--- src/hw/rtl/smvf_pkg.sv ---
// ----------------------------------------------------------------------------
// smvf_pkg
// Shared widths, limits and codes of the slab mean void fill core.
// ----------------------------------------------------------------------------
package smvf_pkg;

  localparam int DENS_W  = 32;
  localparam int RAY_W   = 24;
  localparam int THR_W   = 16;
  localparam int SUM_W   = 52;
  localparam int CNT_W   = 21;
  localparam int MAX_SLAB_CELLS = 1048576;

  // Restoring divider: one quotient bit per step
  localparam int DIV_STEPS  = SUM_W;
  localparam int DIV_STEP_W = $clog2(DIV_STEPS);

  localparam logic [THR_W-1:0] THR_RESET = THR_W'(10);

  // Command on the input tuser
  localparam logic CMD_ACCUMULATE = 1'b0;
  localparam logic CMD_RESOLVE    = 1'b1;

  // Result kind on the output tuser
  typedef enum logic [1:0] {
    FILL_KEPT = 2'd0,
    FILL_MEAN = 2'd1,
    FILL_ZERO = 2'd2
  } fill_kind_t;

  // Divider status seen by the sequencer
  typedef struct packed {
    logic busy;
    logic done;
  } div_stat_t;

endpackage

--- src/hw/rtl/smvf_div.sv ---
// ----------------------------------------------------------------------------
// smvf_div
// Restoring divider: slab sum over cell count, one quotient bit per cycle.
// ----------------------------------------------------------------------------
module smvf_div (
  input  logic                          clk,
  input  logic                          rst_n,
  input  logic                          start,
  input  logic [smvf_pkg::SUM_W-1:0]    dividend,
  input  logic [smvf_pkg::CNT_W-1:0]    divisor,
  output smvf_pkg::div_stat_t           stat,
  output logic [smvf_pkg::DENS_W-1:0]   quotient
);

  localparam logic [smvf_pkg::DIV_STEP_W-1:0] LAST_STEP =
    smvf_pkg::DIV_STEP_W'(smvf_pkg::DIV_STEPS - 1);

  logic                              busy_r;
  logic                              done_r;
  logic [smvf_pkg::DIV_STEP_W-1:0]   step_r;
  logic [smvf_pkg::SUM_W-1:0]        dvd_r;
  logic [smvf_pkg::CNT_W-1:0]        dsr_r;
  logic [smvf_pkg::CNT_W-1:0]        rem_r;

  logic [smvf_pkg::CNT_W:0]          shifted;
  logic [smvf_pkg::CNT_W+1:0]        trial;
  logic                              borrow;

  // Shift in the next dividend bit and try one subtraction
  assign shifted = {rem_r, dvd_r[smvf_pkg::SUM_W-1]};
  assign trial   = {1'b0, shifted} - {2'b00, dsr_r};
  assign borrow  = trial[smvf_pkg::CNT_W+1];

  // Quotient bits fill the dividend register from the bottom
  always_ff @(posedge clk) begin
    if (!rst_n) begin
      busy_r <= 1'b0;
      done_r <= 1'b0;
      step_r <= '0;
    end else begin
      done_r <= 1'b0;
      if (start) begin
        busy_r <= 1'b1;
        step_r <= '0;
      end else if (busy_r) begin
        step_r <= step_r + 1'b1;
        if (step_r == LAST_STEP) begin
          busy_r <= 1'b0;
          done_r <= 1'b1;
        end
      end
    end
  end

  always_ff @(posedge clk) begin
    if (start) begin
      dvd_r <= dividend;
      dsr_r <= divisor;
      rem_r <= '0;
    end else if (busy_r) begin
      dvd_r <= {dvd_r[smvf_pkg::SUM_W-2:0], ~borrow};
      rem_r <= borrow ? shifted[smvf_pkg::CNT_W-1:0] : trial[smvf_pkg::CNT_W-1:0];
    end
  end

  assign stat.busy = busy_r;
  assign stat.done = done_r;
  assign quotient  = dvd_r[smvf_pkg::DENS_W-1:0];

endmodule

--- src/hw/rtl/slab_mean_void_fill_core.sv ---
// ----------------------------------------------------------------------------
// slab_mean_void_fill_core
// Per-slab mean of positive densities and void filling of resolve cells.
// ----------------------------------------------------------------------------
// Accumulate words (tuser 0) and resolve words (tuser 1) are taken from the
// input; a resolve word puts one result word in the output register, and the
// next input word is taken while that result waits as long as the result is
// taken in the same cycle. An accumulate word with tlast set on a slab that
// holds at least one positive cell starts the restoring divider, which
// produces one quotient bit per cycle: the input stays not ready through the
// 52 divide steps and until the mean is latched. A slab with no positive cell
// latches a mean of 0 without a stall. Up to 1048576 positive cells count
// toward a slab; further ones are dropped until the next tlast.
// ray_threshold sits at byte address 0 of the APB port.
module slab_mean_void_fill_core (
  input  logic         clk,
  input  logic         rst_n,
  // tdata: density[31:0], hit_count[55:32], theoretical_count[79:56],
  //        before_count[103:80]
  input  logic         in_tvalid,
  output logic         in_tready,
  input  logic [103:0] in_tdata,
  input  logic         in_tlast,   // last_of_slab
  input  logic         in_tuser,   // command
  // tdata: out_density[31:0]
  output logic         out_tvalid,
  input  logic         out_tready,
  output logic [31:0]  out_tdata,
  output logic [1:0]   out_tuser,  // fill_kind[1:0]
  input  logic         cfg_psel,
  input  logic         cfg_penable,
  input  logic         cfg_pwrite,
  input  logic [2:0]   cfg_paddr,
  input  logic [31:0]  cfg_pwdata,
  output logic [31:0]  cfg_prdata,
  output logic         cfg_pready
);

  typedef enum logic {
    ST_IDLE,
    ST_DIV
  } state_t;

  localparam logic [smvf_pkg::CNT_W-1:0] CNT_CAP = smvf_pkg::CNT_W'(smvf_pkg::MAX_SLAB_CELLS);

  state_t                          state_r;
  logic [smvf_pkg::THR_W-1:0]      thr_r;
  logic [smvf_pkg::SUM_W-1:0]      sum_r;
  logic [smvf_pkg::CNT_W-1:0]      cnt_r;
  logic [smvf_pkg::DENS_W-1:0]     mean_r;
  logic                            out_valid_r;
  logic [smvf_pkg::DENS_W-1:0]     out_dens_r;
  smvf_pkg::fill_kind_t            out_kind_r;

  logic [smvf_pkg::DENS_W-1:0]     dens;
  logic [smvf_pkg::RAY_W-1:0]      hits;
  logic [smvf_pkg::RAY_W-1:0]      theo;
  logic [smvf_pkg::RAY_W-1:0]      before_cnt;
  logic                            in_acc;
  logic                            take_cell;
  logic [smvf_pkg::SUM_W-1:0]      sum_nxt;
  logic [smvf_pkg::CNT_W-1:0]      cnt_nxt;
  logic [smvf_pkg::RAY_W:0]        rays;
  logic                            rays_ok;
  logic                            div_start;
  smvf_pkg::div_stat_t             div_stat;
  logic [smvf_pkg::DENS_W-1:0]     div_q;
  logic                            cfg_wr;

  assign dens       = in_tdata[31:0];
  assign hits       = in_tdata[55:32];
  assign theo       = in_tdata[79:56];
  assign before_cnt = in_tdata[103:80];

  // Take a word when idle and the output slot is free or draining
  assign in_tready = (state_r == ST_IDLE) && (!out_valid_r || out_tready);
  assign in_acc    = in_tvalid && in_tready;

  // Add a positive density while the slab count has room
  assign take_cell = !dens[smvf_pkg::DENS_W-1] && (dens != '0) && (cnt_r < CNT_CAP);
  assign sum_nxt   = take_cell ? sum_r + smvf_pkg::SUM_W'(dens) : sum_r;
  assign cnt_nxt   = take_cell ? cnt_r + 1'b1 : cnt_r;

  // Divide only when the closing slab has a positive cell
  assign div_start = in_acc && (in_tuser == smvf_pkg::CMD_ACCUMULATE) && in_tlast &&
                     (cnt_nxt != '0);

  // Effective rays; a borrow means a negative count, which always passes
  assign rays    = {1'b0, theo} - {1'b0, before_cnt};
  assign rays_ok = rays[smvf_pkg::RAY_W] ||
                   (rays[smvf_pkg::RAY_W-1:0] <= smvf_pkg::RAY_W'(thr_r));

  smvf_div u_div (
    .clk      (clk),
    .rst_n    (rst_n),
    .start    (div_start),
    .dividend (sum_nxt),
    .divisor  (cnt_nxt),
    .stat     (div_stat),
    .quotient (div_q)
  );

  // Sequencer, accumulators and latched mean
  always_ff @(posedge clk) begin
    if (!rst_n) begin
      state_r <= ST_IDLE;
      sum_r   <= '0;
      cnt_r   <= '0;
      mean_r  <= '0;
    end else begin
      case (state_r)
        ST_IDLE: begin
          if (in_acc && (in_tuser == smvf_pkg::CMD_ACCUMULATE)) begin
            if (in_tlast) begin
              sum_r <= '0;
              cnt_r <= '0;
              if (cnt_nxt == '0) begin
                mean_r <= '0;
              end else begin
                state_r <= ST_DIV;
              end
            end else begin
              sum_r <= sum_nxt;
              cnt_r <= cnt_nxt;
            end
          end
        end
        ST_DIV: begin
          if (div_stat.done) begin
            mean_r  <= div_q;
            state_r <= ST_IDLE;
          end
        end
        default: state_r <= ST_IDLE;
      endcase
    end
  end

  // Output register: load on a resolve word, drop when taken
  always_ff @(posedge clk) begin
    if (!rst_n) begin
      out_valid_r <= 1'b0;
    end else if (in_acc && (in_tuser == smvf_pkg::CMD_RESOLVE)) begin
      out_valid_r <= 1'b1;
    end else if (out_tready) begin
      out_valid_r <= 1'b0;
    end
  end

  always_ff @(posedge clk) begin
    if (in_acc && (in_tuser == smvf_pkg::CMD_RESOLVE)) begin
      if (!dens[smvf_pkg::DENS_W-1]) begin
        out_dens_r <= dens;
        out_kind_r <= smvf_pkg::FILL_KEPT;
      end else if ((hits != '0) && rays_ok) begin
        out_dens_r <= mean_r;
        out_kind_r <= smvf_pkg::FILL_MEAN;
      end else begin
        out_dens_r <= '0;
        out_kind_r <= smvf_pkg::FILL_ZERO;
      end
    end
  end

  assign out_tvalid = out_valid_r;
  assign out_tdata  = out_dens_r;
  assign out_tuser  = out_kind_r;

  // Configuration register
  assign cfg_wr = cfg_psel && cfg_penable && cfg_pwrite && cfg_pready;

  always_ff @(posedge clk) begin
    if (!rst_n) begin
      thr_r <= smvf_pkg::THR_RESET;
    end else if (cfg_wr && !cfg_paddr[2]) begin
      thr_r <= cfg_pwdata[smvf_pkg::THR_W-1:0];
    end
  end

  assign cfg_prdata = cfg_paddr[2] ? 32'd0 : {16'd0, thr_r};
  assign cfg_pready = 1'b1;

  // Checks
  a_no_take_in_div: assert property (@(posedge clk) disable iff (!rst_n)
    (state_r == ST_DIV) |-> !in_tready)
    else $error("input taken while divider runs");

  a_div_enters_state: assert property (@(posedge clk) disable iff (!rst_n)
    div_start |=> (state_r == ST_DIV) && div_stat.busy)
    else $error("divider start without divide state");

  a_resolve_gives_result: assert property (@(posedge clk) disable iff (!rst_n)
    (in_acc && (in_tuser == smvf_pkg::CMD_RESOLVE)) |=> out_valid_r)
    else $error("resolve word gave no result");

  a_count_capped: assert property (@(posedge clk) disable iff (!rst_n)
    cnt_r <= CNT_CAP)
    else $error("slab cell count above cap");

  a_done_only_in_div: assert property (@(posedge clk) disable iff (!rst_n)
    div_stat.done |-> (state_r == ST_DIV))
    else $error("divider done outside divide state");

endmodule

--- config.mk ---
export PLATFORM = sky130hd
export DESIGN_NAME = slab_mean_void_fill_core
export DESIGN_NICKNAME = d
export VERILOG_FILES = /design/src/hw/rtl/smvf_pkg.sv /design/src/hw/rtl/smvf_div.sv /design/src/hw/rtl/slab_mean_void_fill_core.sv
export SDC_FILE = /design/constraint.sdc
export NUM_CORES = 1
export LEC_CHECK = 0
export ABC_AREA = 1
export ABC_CLOCK_PERIOD_IN_PS = 4800
export BUFFER_PORTS_ARGS = -buffer_cell sky130_fd_sc_hd__buf_2
export CAP_MARGIN = 10
export CORE_MARGIN = 1
export CORE_UTILIZATION = 50
export CTS_CLUSTER_DIAMETER = 30
export CTS_CLUSTER_SIZE = 28
export DETAILED_ROUTE_END_ITERATION = 8
export PLACE_DENSITY_LB_ADDON = 0.25
export SLEW_MARGIN = 10
export SYNTH_ARGS = -nofsm -noshare
export SYNTH_HDL_FRONTEND = slang
export SYNTH_SLANG_ARGS = --single-unit
--- constraint.sdc ---
create_clock -name clk -period 4.8 [get_ports clk]
set_clock_uncertainty 0.2 [all_clocks]
set_input_delay 0.48 -clock clk [delete_from_list [all_inputs] [get_ports clk]]
set_output_delay 0.48 -clock clk [all_outputs]
set_load 0.05 [all_outputs]
# Yosys cells after proc, flatten, opt, wreduce, memory -nomap -nowiden
# Index checks and enable logic that the tools add are counted.
[classes]
add_sub_neg = 5
order_cmp = 2
n_eq_ne = 5
muxes = 27
n_bitwise = 5
reduce_logical = 28
[ops]
columns = ["operator", "n"]
rows = [
  ["two-way mux 52 bit", 4],
  ["two-way mux 32 bit", 4],
  ["one-hot mux 32 bit (2 select lines)", 1],
  ["two-way mux 21 bit", 3],
  ["two-way mux 31 bit", 2],
  ["adder 52 x 32 -> 52 bit", 1],
  ["nonzero test 32 bit", 1],
  ["subtractor 24 x 24 -> 25 bit", 1],
  ["<= comparator 24 x 16 -> 1 bit", 1],
  ["nonzero test 24 bit", 1],
  ["subtractor 22 x 21 -> 23 bit", 1],
  ["adder 21 x 1 -> 21 bit, second input constant", 1],
  ["zero test 21 bit", 1],
  ["less-than comparator 21 bit, second input constant", 1],
  ["nonzero test 21 bit", 1],
  ["two-way mux 16 bit", 1],
  ["logical AND 1 bit", 12],
  ["two-way mux 1 bit", 10],
  ["adder 6 x 1 -> 6 bit, second input constant", 1],
  ["equality test 6 bit, second input constant", 1],
  ["inequality test 2 x 1 -> 1 bit, second input constant", 3],
  ["NOT 1 bit", 5],
  ["AND reduction 2 bit", 2],
  ["AND reduction 4 bit", 1],
  ["other kinds (8)", 12],
]
[word_totals]
register_bits = 259
inputBits = 148
output_inout_bits = 69

# Depth between registers and ports, before layout
# Gate-level depths: netlist (run 1).
[depth]
depth_word = 9
depth_mapped = 24
depth_no_buf = 23

# Cells and area by module
# Synthesis (run 1) repeated with hierarchy kept, for this count alone.
[unflattened]
hier_cells = 2698
area_unflattened_um2 = 18193.7
[modules_own_cells]
columns = ["module", "n_inst", "cells_per_inst", "area_each_um2", "seq_area_each_um2"]
rows = [
  ["slab_mean_void_fill_core", 1, 1958, 12381.9, 3483.3],
  ["smvf_div", 1, 740, 5811.8, 2772.7],
]

# Worst setup path after synthesis (run 1)
# Ideal clock, no wire load.
[synth_timing]
path_kind = "reg2reg"
start = "register out_valid_r (netlist: out_tvalid)"
end = "register u_div.dvd_r[0] (netlist name), enable pin"
setup_ns = 0.411
arrival_ns = 3.293
required_time_ns = 4.189
slack_ns = 0.896
path_stages_with_launch = 12
n_path_buf = 2
period_less_slack_ns = 3.904
path_cell_list = "dfxtp_1 > nand2_1 > inv_1 > nor2_1 > nand2_1 > nor2_1 > inv_1 > nor2_1 > nand2_2 > buf_6 > buf_4 > nand2_1"
[synth_via]
elab_chain_cells = 8
[synth_lines]
columns = ["element", "line_no", "source"]
rows = [
  ["start, declared", "slab_mean_void_fill_core.sv:51", "logic out_valid_r;"],
  ["start signal, assigned", "slab_mean_void_fill_core.sv:142", "out_valid_r <= 1'b0;"],
  ["start signal, assigned", "slab_mean_void_fill_core.sv:144", "out_valid_r <= 1'b1;"],
  ["start signal, assigned", "slab_mean_void_fill_core.sv:146", "out_valid_r <= 1'b0;"],
  ["zero test 1 bit", "slab_mean_void_fill_core.sv:76", "assign in_tready = (state_r == ST_IDLE) && (!out_valid_r || out_tready);"],
  ["logical OR 1 bit", "slab_mean_void_fill_core.sv:76", ""],
  ["logical AND 1 bit", "slab_mean_void_fill_core.sv:76", ""],
  ["named net in_tready", "slab_mean_void_fill_core.sv:21", "output logic in_tready,"],
  ["logical AND 1 bit", "slab_mean_void_fill_core.sv:77", "assign in_acc = in_tvalid && in_tready;"],
  ["logical AND 1 bit (3 in series)", "slab_mean_void_fill_core.sv:85", "assign div_start = in_acc && (in_tuser == smvf_pkg::CMD_ACCUMULATE) && in_tlast &&"],
  ["nonzero test 2 bit (no source line)", "--", ""],
  ["end signal, assigned", "smvf_div.sv:57", "dvd_r <= dividend;"],
  ["end signal, assigned", "smvf_div.sv:61", "dvd_r <= {dvd_r[smvf_pkg::SUM_W-2:0], ~borrow};"],
  ["end, declared", "smvf_div.sv:21", "logic [smvf_pkg::SUM_W-1:0] dvd_r;"],
]
# The timed path passes the listed nets, and every way through them passes these cells.
# A chain may end at the register's enable or synchronous reset.

# Worst setup path in the final report (run 1)
[layout_timing]
start = "input port in_tdata[58]"
end = "register out_dens_r (netlist bit out_tdata[31]) (data pin)"
[layout_via]
elab_chain_cells = 5
[layout_lines]
columns = ["element", "line_no", "source"]
rows = [
  ["start, declared", "slab_mean_void_fill_core.sv:22", "input logic [103:0] in_tdata,"],
  ["subtractor 24 x 24 -> 25 bit (*)", "slab_mean_void_fill_core.sv:89", "assign rays = {1'b0, theo} - {1'b0, before_cnt};"],
  ["<= comparator 24 x 16 -> 1 bit", "slab_mean_void_fill_core.sv:91", "(rays[smvf_pkg::RAY_W-1:0] <= smvf_pkg::RAY_W'(thr_r));"],
  ["logical OR 1 bit (*)", "slab_mean_void_fill_core.sv:90", "assign rays_ok = rays[smvf_pkg::RAY_W] ||"],
  ["logical AND 1 bit (*)", "slab_mean_void_fill_core.sv:155", "end else if ((hits != '0) && rays_ok) begin"],
  ["AND reduction 2 bit (no source line) (*)", "--", ""],
  ["end signal, assigned", "slab_mean_void_fill_core.sv:153", "out_dens_r <= dens;"],
  ["end signal, assigned", "slab_mean_void_fill_core.sv:156", "out_dens_r <= mean_r;"],
  ["end, declared", "slab_mean_void_fill_core.sv:52", "logic [smvf_pkg::DENS_W-1:0] out_dens_r;"],
]
# Mark *: on every way between the ends. The rest lies on a longest branch, timed or not.

==> results of run 1 <==
[area by class of cell]
class / count / area [µm²]
Tap cell: 455 / 569
Clock inverter: 40 / 567
Timing Repair Buffer: 215 / 1240
Sequential cell: 259 / 6260
Multi-Input combinational cell: 1946 / 9840
Clock buffer: 65 / 1500
Fill cell: 3240 / 13600
Inverter: 263 / 988
[logic make-up after synthesis]
logic type,after synthesis
adders and majority gates,98
and+or+nand+nor,1293
AOI/OAI and AO/OA,461
other,2
buffers and inverters,370
DFF,259
xor gates and xnor gates,77
[how the worst max path moves through the flow]
stage / startpoint / to / cells past startpoint
CTS: cnt_r[0] / u_div.dvd_r[51] / 15
finish: in_tdata[58] / out_tdata[31] / 25
floorplan: out_tvalid / u_div.dvd_r[0] / 11
global route: in_tdata[58] / out_tdata[31] / 25
detailed placement: in_tdata[58] / out_tdata[31] / 24
global placement: in_tdata[58] / out_tdata[31] / 25
[cells in the final DEF, fill, tap and decap left out, drive strengths merged, types with 13 or more instances in the layout]
cell type / count
nand2: 783
a21oi: 270
inv: 268
nor2: 256
buf: 205
dfxtp: 152
o21ai: 141
nand3: 114
edfxtp: 107
ha: 95
clkbuf: 65
nand4: 64
xor2: 47
nor3: 36
xnor2: 30
clkinv: 18
conb: 17
nor4: 15
or2: 13
[state kept, by name (all words and copies together), names as in the netlist]
name / count
sum_r: 52
u_div.dvd_r: 52
mean_r: 32
out_tdata: 32
cnt_r: 21
u_div.dsr_r: 21
u_div.rem_r: 21
thr_r: 16
u_div.step_r: 6
out_tuser: 2
out_tvalid: 1
state_r: 1
u_div.busy_r: 1
u_div.done_r: 1
[where the power goes]
group,total (µW),switching [µW],internal [µW]
Clock,4200,1310,2890
Combinational,2050,1340,710
Sequential,2540,92.6,2440
Total,8780,2740,6040
[routing by layer]
layer	vias up	GRT usage, %	routed length (µm)
li1	8782	-	-
met1	8180	36.4	22900
met2	477	50.6	25200
met3	122	3.48	2440
met4	0	11.0	1670
met5	-	0	0
[per-stage QoR]
stage          hold slack, ns  std cells  utilization, %  area [µm²]  total power, µW
5_1_grt                0.0209       3243            60.7       21000             9180
3_3_place_gp            0.253       3128            54.4       18800             4550
4_1_cts               0.00209       3243            60.7       21000             8800
6_report               0.0204       3243            60.7       21000             8780
3_5_place_dp            0.259       3128            54.4       18800             4580
2_1_floorplan           0.244       2575               -       17600             4070
[worst max-delay path: cells and delay by family]
kind / cells / cell delay (ns)
AO/OA/AOI/OAI: 7 / 1.05
buffers and inverters: 4 / 0.52
XOR/XNOR: 1 / 0.25
adder cells (fa/ha/maj): 2 / 0.66
AND/OR/NAND/NOR: 11 / 0.93
[synth_stat cells (all sizes together) (53+ instances only)]
| cell type | count |
|---|---|
| a21oi | 270 |
| buf | 53 |
| clkbuf | 54 |
| dfxtp | 152 |
| edfxtp | 107 |
| ha | 95 |
| inv | 259 |
| nand2 | 783 |
| nand3 | 114 |
| nand4 | 64 |
| nor2 | 256 |
| o21ai | 141 |
==> reports/qor.txt, run 1 <==
initial core utilization = 50.9%
Max Freq = 269 MHz
crit-path max cell delay = 0.35 ns
Max Cap Violations = 0
largest family of logic cells by synthesized area = simple AND/OR/NAND/NOR gates
first-pass iteration count of the detailed router = 5
Synth Area in Simple Gates = 30.3%
Resized cells post-CTS = 0
CORE AREA = 0.0345 mm²
WHS Path Cells = 3
port bufs = 181
sequential area share after synthesis = 35.6%
hold buffers post-CTS = 10
Synth Area in Adders = 7.10%
final worst-path setup slack = 1.09 ns
area grow syn2layout = 19.2%
chip width = 190 µm
vias in the first global route = 17000
cell at the slowest stage of the critical path = ha_1
CTS buffer count = 57
total gr overflow = 0
Fin. Hold Viols = 0
first-pass GRT wire length = 83900 µm
largest net degree at the start of global routing = 66
Syn Inst Count = 2560
final wirelength = 52300 µm
syn avg cell area = 6.87 µm²
Compound-Gate Fraction of Synth Area = 14.2%
CTS tree = built
Post-synth top flop = dfxtp_1
FP Rows = 68
antenna diode count = 0
endpoints failing setup = 0
mux contribution to synthesized area = 0%
critical path endpoint category = flip-flop
Reg2Reg Depth = 15
Max clock buf depth = 3
arrival time worst endpoint = 3.88 ns
r2r endpoint = u_div.dvd_r[51]
chip height = 190 µm
HP Class = in2reg
Synth area leaders = edfxtp_1, dfxtp_1, nand2_1
fin crit period = 3.71 ns
HP Start = cfg_pwdata[13]
XOR/XNOR Fraction of Synth Area = 3.84%
RSZ-0062 raised after global routing = no
final worst path period share = 77.4%
share of cells above drive strength 1 = 12.6%
CP Launch Type = input port
worst slack at placement = 0.582 ns
status = completed
Synth warnings = 0
DR WL/cell = 16.1 µm
Synth cell types = 45
total negative slack = 0 ns
total power density per cell area = 419 mW/mm²
#FFs+latches synth = 259
antenna violations before repair = 0
Hold EP = thr_r[13]
CTS clk-pin slew, worst paths = 0.05 ns
initial DRC count = 1070
htree depth = 2
Slew Limit Fails = 0
clk sinks = 259
gpl congestion = 0.942
most frequent CP cell = nand2_1
R2R Path Start = cnt_r[0]
Slew headroom = 23.4%
Clock Tree Root = clkbuf_16
Ports = 217
DRC violations left = 0
worst-margin pin slew = 1.14 ns
CP required = 4.97 ns
fraction of registers with async set/reset = 0%
Cell Area, Synth = 0.0176 mm²
GRT Total Usage = 29.0%
maximum VDD drop = 0.476 mV
reg-to-reg slack, setup = 1.12 ns
critical path class = in2reg
Leak = 0.00909 µW
HPWL after DPL = 39200 µm
highest net fanout along the worst path = 33
postcts setup bufs = 0
Skew-Pair Late Insertion Delay = 0.58 ns
Synth top area share = 18.3%
Post-synth EDFFs = 107
Via Count = 17600
Nets = 2988
Synth area leader = edfxtp_1
ANT nets after route = 0
die footprint = 0.0359 mm²
DR vias/cell = 5.42
Note: power is estimated with default switching activity, not from simulation.
==> run 2, diff against run 1 <==
Settings changed: ABC_AREA 1 to 0, ABC_CLOCK_PERIOD_IN_PS 4800 to 3700.
Clock period 4.8 ns to 3.7 ns, I/O delays scaled along.
==> run 2 against run 1 <==
  * The run now ends with setup timing left
  * Largest cell class unchanged
  * Flip-flop and latch count unchanged
  * Synthesized area down 6.9%
  * Clock power up 27%
  * Worst hold slack better by 0.0036 ns
  * Critical path depth down 5
  * Highest routed layer unchanged
==> reports/qor.txt, run 2 <==
DR vias/cell = 5.77
CTS buffer count = 57
Max Freq = 259 MHz
CP required = 3.93 ns
WHS = 0.0240 ns
CORE AREA = 0.0319 mm²
fin crit period = 3.87 ns
clock group share of total power = 49.0%
Post-synth EDFFs = 107
total power density per cell area = 490 mW/mm²
fraction of registers with async set/reset = 0%
first-pass GRT wire length = 76200 µm
GRT Total Usage = 28.0%
cell at the slowest stage of the critical path = or3_4
DR WL/cell = 17.4 µm
ANT nets after route = 0
post-route insts no fill = 2750
final worst-path setup slack = -0.168 ns
critical path class = in2reg
CTS clk-pin slew, worst paths = 0.05 ns
routed wl met3 = 3110 µm
HPWL after DPL = 32800 µm
CTS tree = built
M1 WL = 20800 µm
Syn Inst Count = 1879
switching share of power = 28.8%
Fin. Hold Viols = 0
syn avg cell area = 8.71 µm²
initial DRC count = 1215
Slew headroom = 20.7%
Synth cell types = 84
gpl congestion = 0.976
highest net fanout along the worst path = 8
endpoints failing setup = 34
port bufs = 181
Area after DPL = 0.0190 mm²
Via Count = 15900
Leak = 0.00948 µW
crit-path max cell delay = 0.36 ns
vias in the first global route = 15500
Ports = 217
area grow syn2layout = 35.9%
met2 WL = 22300 µm
Synth top area share = 19.6%
DP Cell Count = 2591
chip width = 183 µm
chip height = 183 µm
status = finished, violations left
share of cells above drive strength 1 = 26.0%
highest-count cells in the layout ignoring fill and taps = nand2_1, buf_4, buf_2
worst slack at placement = -0.974 ns
DRC violations left = 0
most common cell in the netlist = nand2_1
Skew-Pair Late Insertion Delay = 0.59 ns
CP Launch Type = input port
maximum VDD drop = 0.456 mV
sw power = 3150 µW
antenna diode count = 0
final worst path period share = 105%
clk sinks = 259
top sig layer = met4
Post-Layout Inst Area = 0.0222 mm²
Largest regs = sum_r (52), u_div.dvd_r (52)
Synth warnings = 0
total gr overflow = 0
Max clock buf depth = 3
commonest non-fill, non-tap cell in the layout = nand2_1
initial core utilization = 51.3%
total negative slack = -4.14 ns
crit-path cells = buf_12 -> inv_12 -> ha_4 -> fa_2 -> nor2b_2 -> o31a_1 -> o311a_1 -> or3_4 -> xor2_1 -> ha_1 -> a2111oi_4 -> o21ai_1 -> o211ai_1 -> a31o_2 -> o2111ai_4 -> nor4_4 -> o22ai_4 -> buf_6 -> buf_12 -> o2bb2ai_2
failing checks = setup timing
worst-margin pin slew = 1.19 ns
fillers = 2418
internal power = 7760 µW
most frequent CP cell = buf_12
Nets = 2512
Combinational Power Share = 21.1%
Synth area leaders = edfxtp_1, dfxtp_1, ha_1
Cell Area, Synth = 0.0164 mm²
Max Cap Violations = 0
first-pass iteration count of the detailed router = 6
largest net degree at the start of global routing = 48
antenna violations before repair = 0
htree depth = 2
final wirelength = 47900 µm
FP Rows = 65
#FFs+latches synth = 259
Post-synth top flop = dfxtp_1
arrival time worst endpoint = 4.09 ns
sequential area share after synthesis = 38.2%
Clock Tree Root = clkbuf_16
Slew Limit Fails = 0
die footprint = 0.0335 mm²
Synth area leader = edfxtp_1
critical path endpoint category = flip-flop
sequential share of power = 29.9%
HP Class = in2reg
Synth top cells by count = nand2_1, dfxtp_1, o21ai_0
RSZ-0062 raised after global routing = yes
run 2: cells by family (layout without fill, tap and decap cells):
kind of cell / count (synthesis) / after routing / share of synthesized area (%)
AND/OR/NAND/NOR: 597 / 597 / 17.5
other: 2 / 17 / 0.0459
buffers and inverters: 212 / 633 / 5.59
AO/OA/AOI/OAI: 564 / 564 / 22.6
flip-flops: 259 / 259 / 38.2
XOR/XNOR: 95 / 95 / 5.08
multiplexers: 52 / 52 / 3.27
adder cells (fa/ha/maj): 98 / 98 / 7.63
run 2: area by class of cell:
| class | instances | area [µm²] | share of cell area, % |
|---|---|---|---|
| Multi-Input combinational cell | 1423 | 9900 | 44.5 |
| Sequential cell | 259 | 6260 | 28.1 |
| Timing Repair Buffer | 436 | 3120 | 14.0 |
| Clock buffer | 66 | 1590 | 7.13 |
| Tap cell | 435 | 544 | 2.45 |
| Clock inverter | 42 | 478 | 2.15 |
| Inverter | 89 | 347 | 1.56 |
run 2: final timing paths:
check	start	end	slack, ns	depth (start not counted)
max	in_tdata[56]	out_tdata[23]	-0.17	20
min	in_tdata[30]	out_tdata[30]	0.02	3
max reg2reg	sum_r[4]	u_div.dvd_r[51]	0.16	11
min reg2reg	thr_r[5]	thr_r[5]	0.26	2
run 2: power by group through the flow:
stage | logic (µW) | clock network, µW | registers [µW]
6_report | 2300 | 5340 | 3270
5_1_grt | 2500 | 5540 | 3280
4_1_cts | 2170 | 5380 | 3260
3_5_place_dp | 2070 | 0 | 3310
3_3_place_gp | 2000 | 0 | 3310
2_1_floorplan | 1400 | 0 | 3340
run 2: routing by layer:
metal  GRT usage (%)  up-vias
li1                -     7645
met4            12.8        0
met1            36.2     7505
met5               0        -
met3            3.95      126
met2            46.4      596
run 2: per-stage QoR:
| step | power (µW) | utilization [%] |
|---|---|---|
| after floorplan | 4750 | - |
| after global placement | 5310 | 59.7 |
| after detailed placement | 5380 | 59.7 |
| after CTS | 10800 | 68.1 |
| after global routing | 11300 | 69.8 |
| final | 10900 | 69.8 |
run 2: worst max-delay path: cells and delay by family:
family                     cells  cell delay (ns)
AOI/OAI and AO/OA              9             1.83
adders and majority gates      3             0.67
and+or+nand+nor                3             0.61
buffers and inverters          4             0.44
xor gates and xnor gates       1             0.17
run 2: what timing repair did:
action | CTS | global route
setup buffers | 6 | 3
endpoints found under the setup margin | 40 | 178
endpoints found under the hold margin | 41 | 0
pin swaps | 10 | 21
cloned | 1 | 2
hold buffers | 41 | 0
resized for setup | 31 | 75
==> run 3, diff against run 2 <==
Settings changed: ABC_CLOCK_PERIOD_IN_PS 3700 to unset, CORE_ASPECT_RATIO set to 1.1.
==> run 3 against run 2 <==
  * The flow still finishes with violations (setup timing)
  * Sequential share of layout area grew 0.84 points
  * Via count down 1.5%
  * Combinational power is 5% lower
  * Critical path type unchanged
  * Highest routed layer unchanged
==> reports/qor.txt, run 3 (synthesized netlist as in run 2, its figures left out) <==
htree depth = 2
fillers = 2602
switching share of power = 27.4%
DRC violations left = 0
Max clock buf depth = 3
Via Count = 15600
CP Launch Type = input port
internal power = 7760 µW
R2R Path Start = sum_r[0]
CP endpoint = out_tdata[4]
CTS buffer count = 55
initial DRC count = 1127
first-pass GRT wire length = 75600 µm
die footprint = 0.0335 mm²
Skew-Pair Late Insertion Delay = 0.58 ns
cell at the slowest stage of the critical path = or3_4
RSZ-0062 raised after global routing = yes
ANT nets after route = 0
status = finished, violations left
total gr overflow = 0
clk sinks = 259
gpl congestion = 0.952
chip width = 174 µm
most frequent CP cell = buf_12
GRT Total Usage = 27.7%
Reg2Reg Depth = 12
Final Util = 66.9%
failing checks = setup timing
antenna violations before repair = 1
FP Rows = 69
Slew headroom = 28.1%
critical path's top delay family = compound AO/OA/AOI/OAI gates
first-pass iteration count of the detailed router = 5
arrival time worst endpoint = 4.15 ns
sw power = 2940 µW
Largest regs = sum_r (52), u_div.dvd_r (52)
largest net degree at the start of global routing = 47
initial core utilization = 50.7%
crit-path max cell delay = 0.36 ns
critical path class = in2reg
chip height = 192 µm
reg-to-reg slack, setup = 0.16 ns
r2r endpoint = u_div.dvd_r[28]
CTS clk-pin slew, worst paths = 0.04 ns
sequential share of power = 30.5%
HP Class = in2reg
worst-margin pin slew = 1.08 ns
area grow syn2layout = 32.0%
DR vias/cell = 5.75
vias in the first global route = 15000
final worst-path setup slack = -0.238 ns
total negative slack = -6.31 ns
total power density per cell area = 495 mW/mm²
maximum VDD drop = 0.403 mV
Combinational Power Share = 20.5%
WP depth = 20
final worst path period share = 106%
fin crit period = 3.94 ns
area of the multi-input gates = 0.00955 mm²
CTS tree = built
Slew Limit Fails = 0
highest net fanout along the worst path = 22
CP required = 3.91 ns
worst path bufs/invs = 4
CORE AREA = 0.0323 mm²
Worst Setup SP = in_tdata[56]
Fin. Hold Viols = 0
Ports = 217
highest-count cells in the layout ignoring fill and taps = nand2_1, buf_4, buf_2
endpoints failing setup = 34
Reg area = 0.00626 mm²
port bufs = 181
clock group share of total power = 49.0%
critical path endpoint category = flip-flop
DR WL/cell = 17.3 µm
crit-path cells = buf_12 -> inv_12 -> ha_4 -> fa_2 -> nor2b_2 -> o31a_1 -> o311a_1 -> or3_4 -> xor2_1 -> ha_1 -> a2111oi_4 -> o21ai_1 -> o211ai_1 -> a31o_2 -> o2111ai_2 -> nor4_1 -> buf_4 -> o22ai_4 -> buf_12 -> o2bb2ai_2
worst slack at placement = -0.923 ns
HPWL after DPL = 32800 µm
final wirelength = 47000 µm
Nets = 2491
commonest non-fill, non-tap cell in the layout = nand2_1
Leak = 0.00926 µW
Clock Tree Root = clkbuf_16
share of cells above drive strength 1 = 24.4%
Max Freq = 254 MHz
Max Cap Violations = 0
[run 3: layout make-up]
type | instances | area share (%)
Clock buffer | 77 | 7.43
Clock inverter | 27 | 1.87
Timing Repair Buffer | 417 | 13.4
Inverter | 89 | 1.60
Multi-Input combinational cell | 1423 | 44.2
Sequential cell | 259 | 29.0
Antenna cell | 1 | 0.0116
Tap cell | 426 | 2.47
[run 3: through the flow]
step / cells / instance area, µm² / total power, µW / hold slack (ns)
finish: 2719 / 21600 / 10700 / 0.0104
global route: 2719 / 21600 / 11100 / 0.0177
CTS: 2714 / 21400 / 10700 / 0.0000575
detailed placement: 2583 / 19000 / 5380 / 0.251
global placement: 2583 / 19000 / 5310 / 0.243
floorplan: 1894 / 16500 / 4750 / 0.236
[run 3: power groups by stage]
stage | Combinational, µW | Clock, µW | Sequential, µW
floorplan | 1400 | 0 | 3340
global placement | 2010 | 0 | 3310
detailed placement | 2070 | 0 | 3310
CTS | 2140 | 5290 | 3260
global route | 2420 | 5430 | 3280
finish | 2190 | 5240 | 3260
[run 3: worst min-delay path by stage]
stage	startpoint	end	slack [ns]	cells past startpoint
after floorplan	thr_r[10]	thr_r[10]	0.24	2
after global placement	thr_r[10]	thr_r[10]	0.24	2
after detailed placement	thr_r[2]	thr_r[2]	0.25	2
after CTS	in_tdata[3]	out_tdata[3]	0.00006	3
after global routing	in_tdata[8]	out_tdata[8]	0.02	3
final	in_tdata[14]	out_tdata[14]	0.01	3
[run 3: repair_timing]
action | CTS | global route
cloned | 0 | 1
endpoints found under the setup margin | 36 | 167
pin swaps | 5 | 6
resized for setup | 22 | 29
hold buffers | 24 | 0
buffers inserted | 3 | 3
hold endpoints to repair | 24 | 0
[run 3: per-layer routing]
layer	wire, µm	track usage [%]	up-vias
met3	3080	3.37	83
li1	-	-	7590
met1	20500	36.1	7367
met4	1100	9.18	0
met5	0	0	-
met2	22300	47.6	592
[run 3: worst reg2reg max path, stage by stage (launching register included)]
cell       delay (ns)
dfxtp_1          0.32
ha_1             0.21
fa_1             0.38
a21o_1           0.20
a221o_1          0.38
buf_4            0.17
a311o_1          0.37
nand3_1          0.12
o2111ai_1        0.20
a311oi_1         0.35
xnor2_1          0.15
mux2i_1          0.15
o21ai_0          0.09
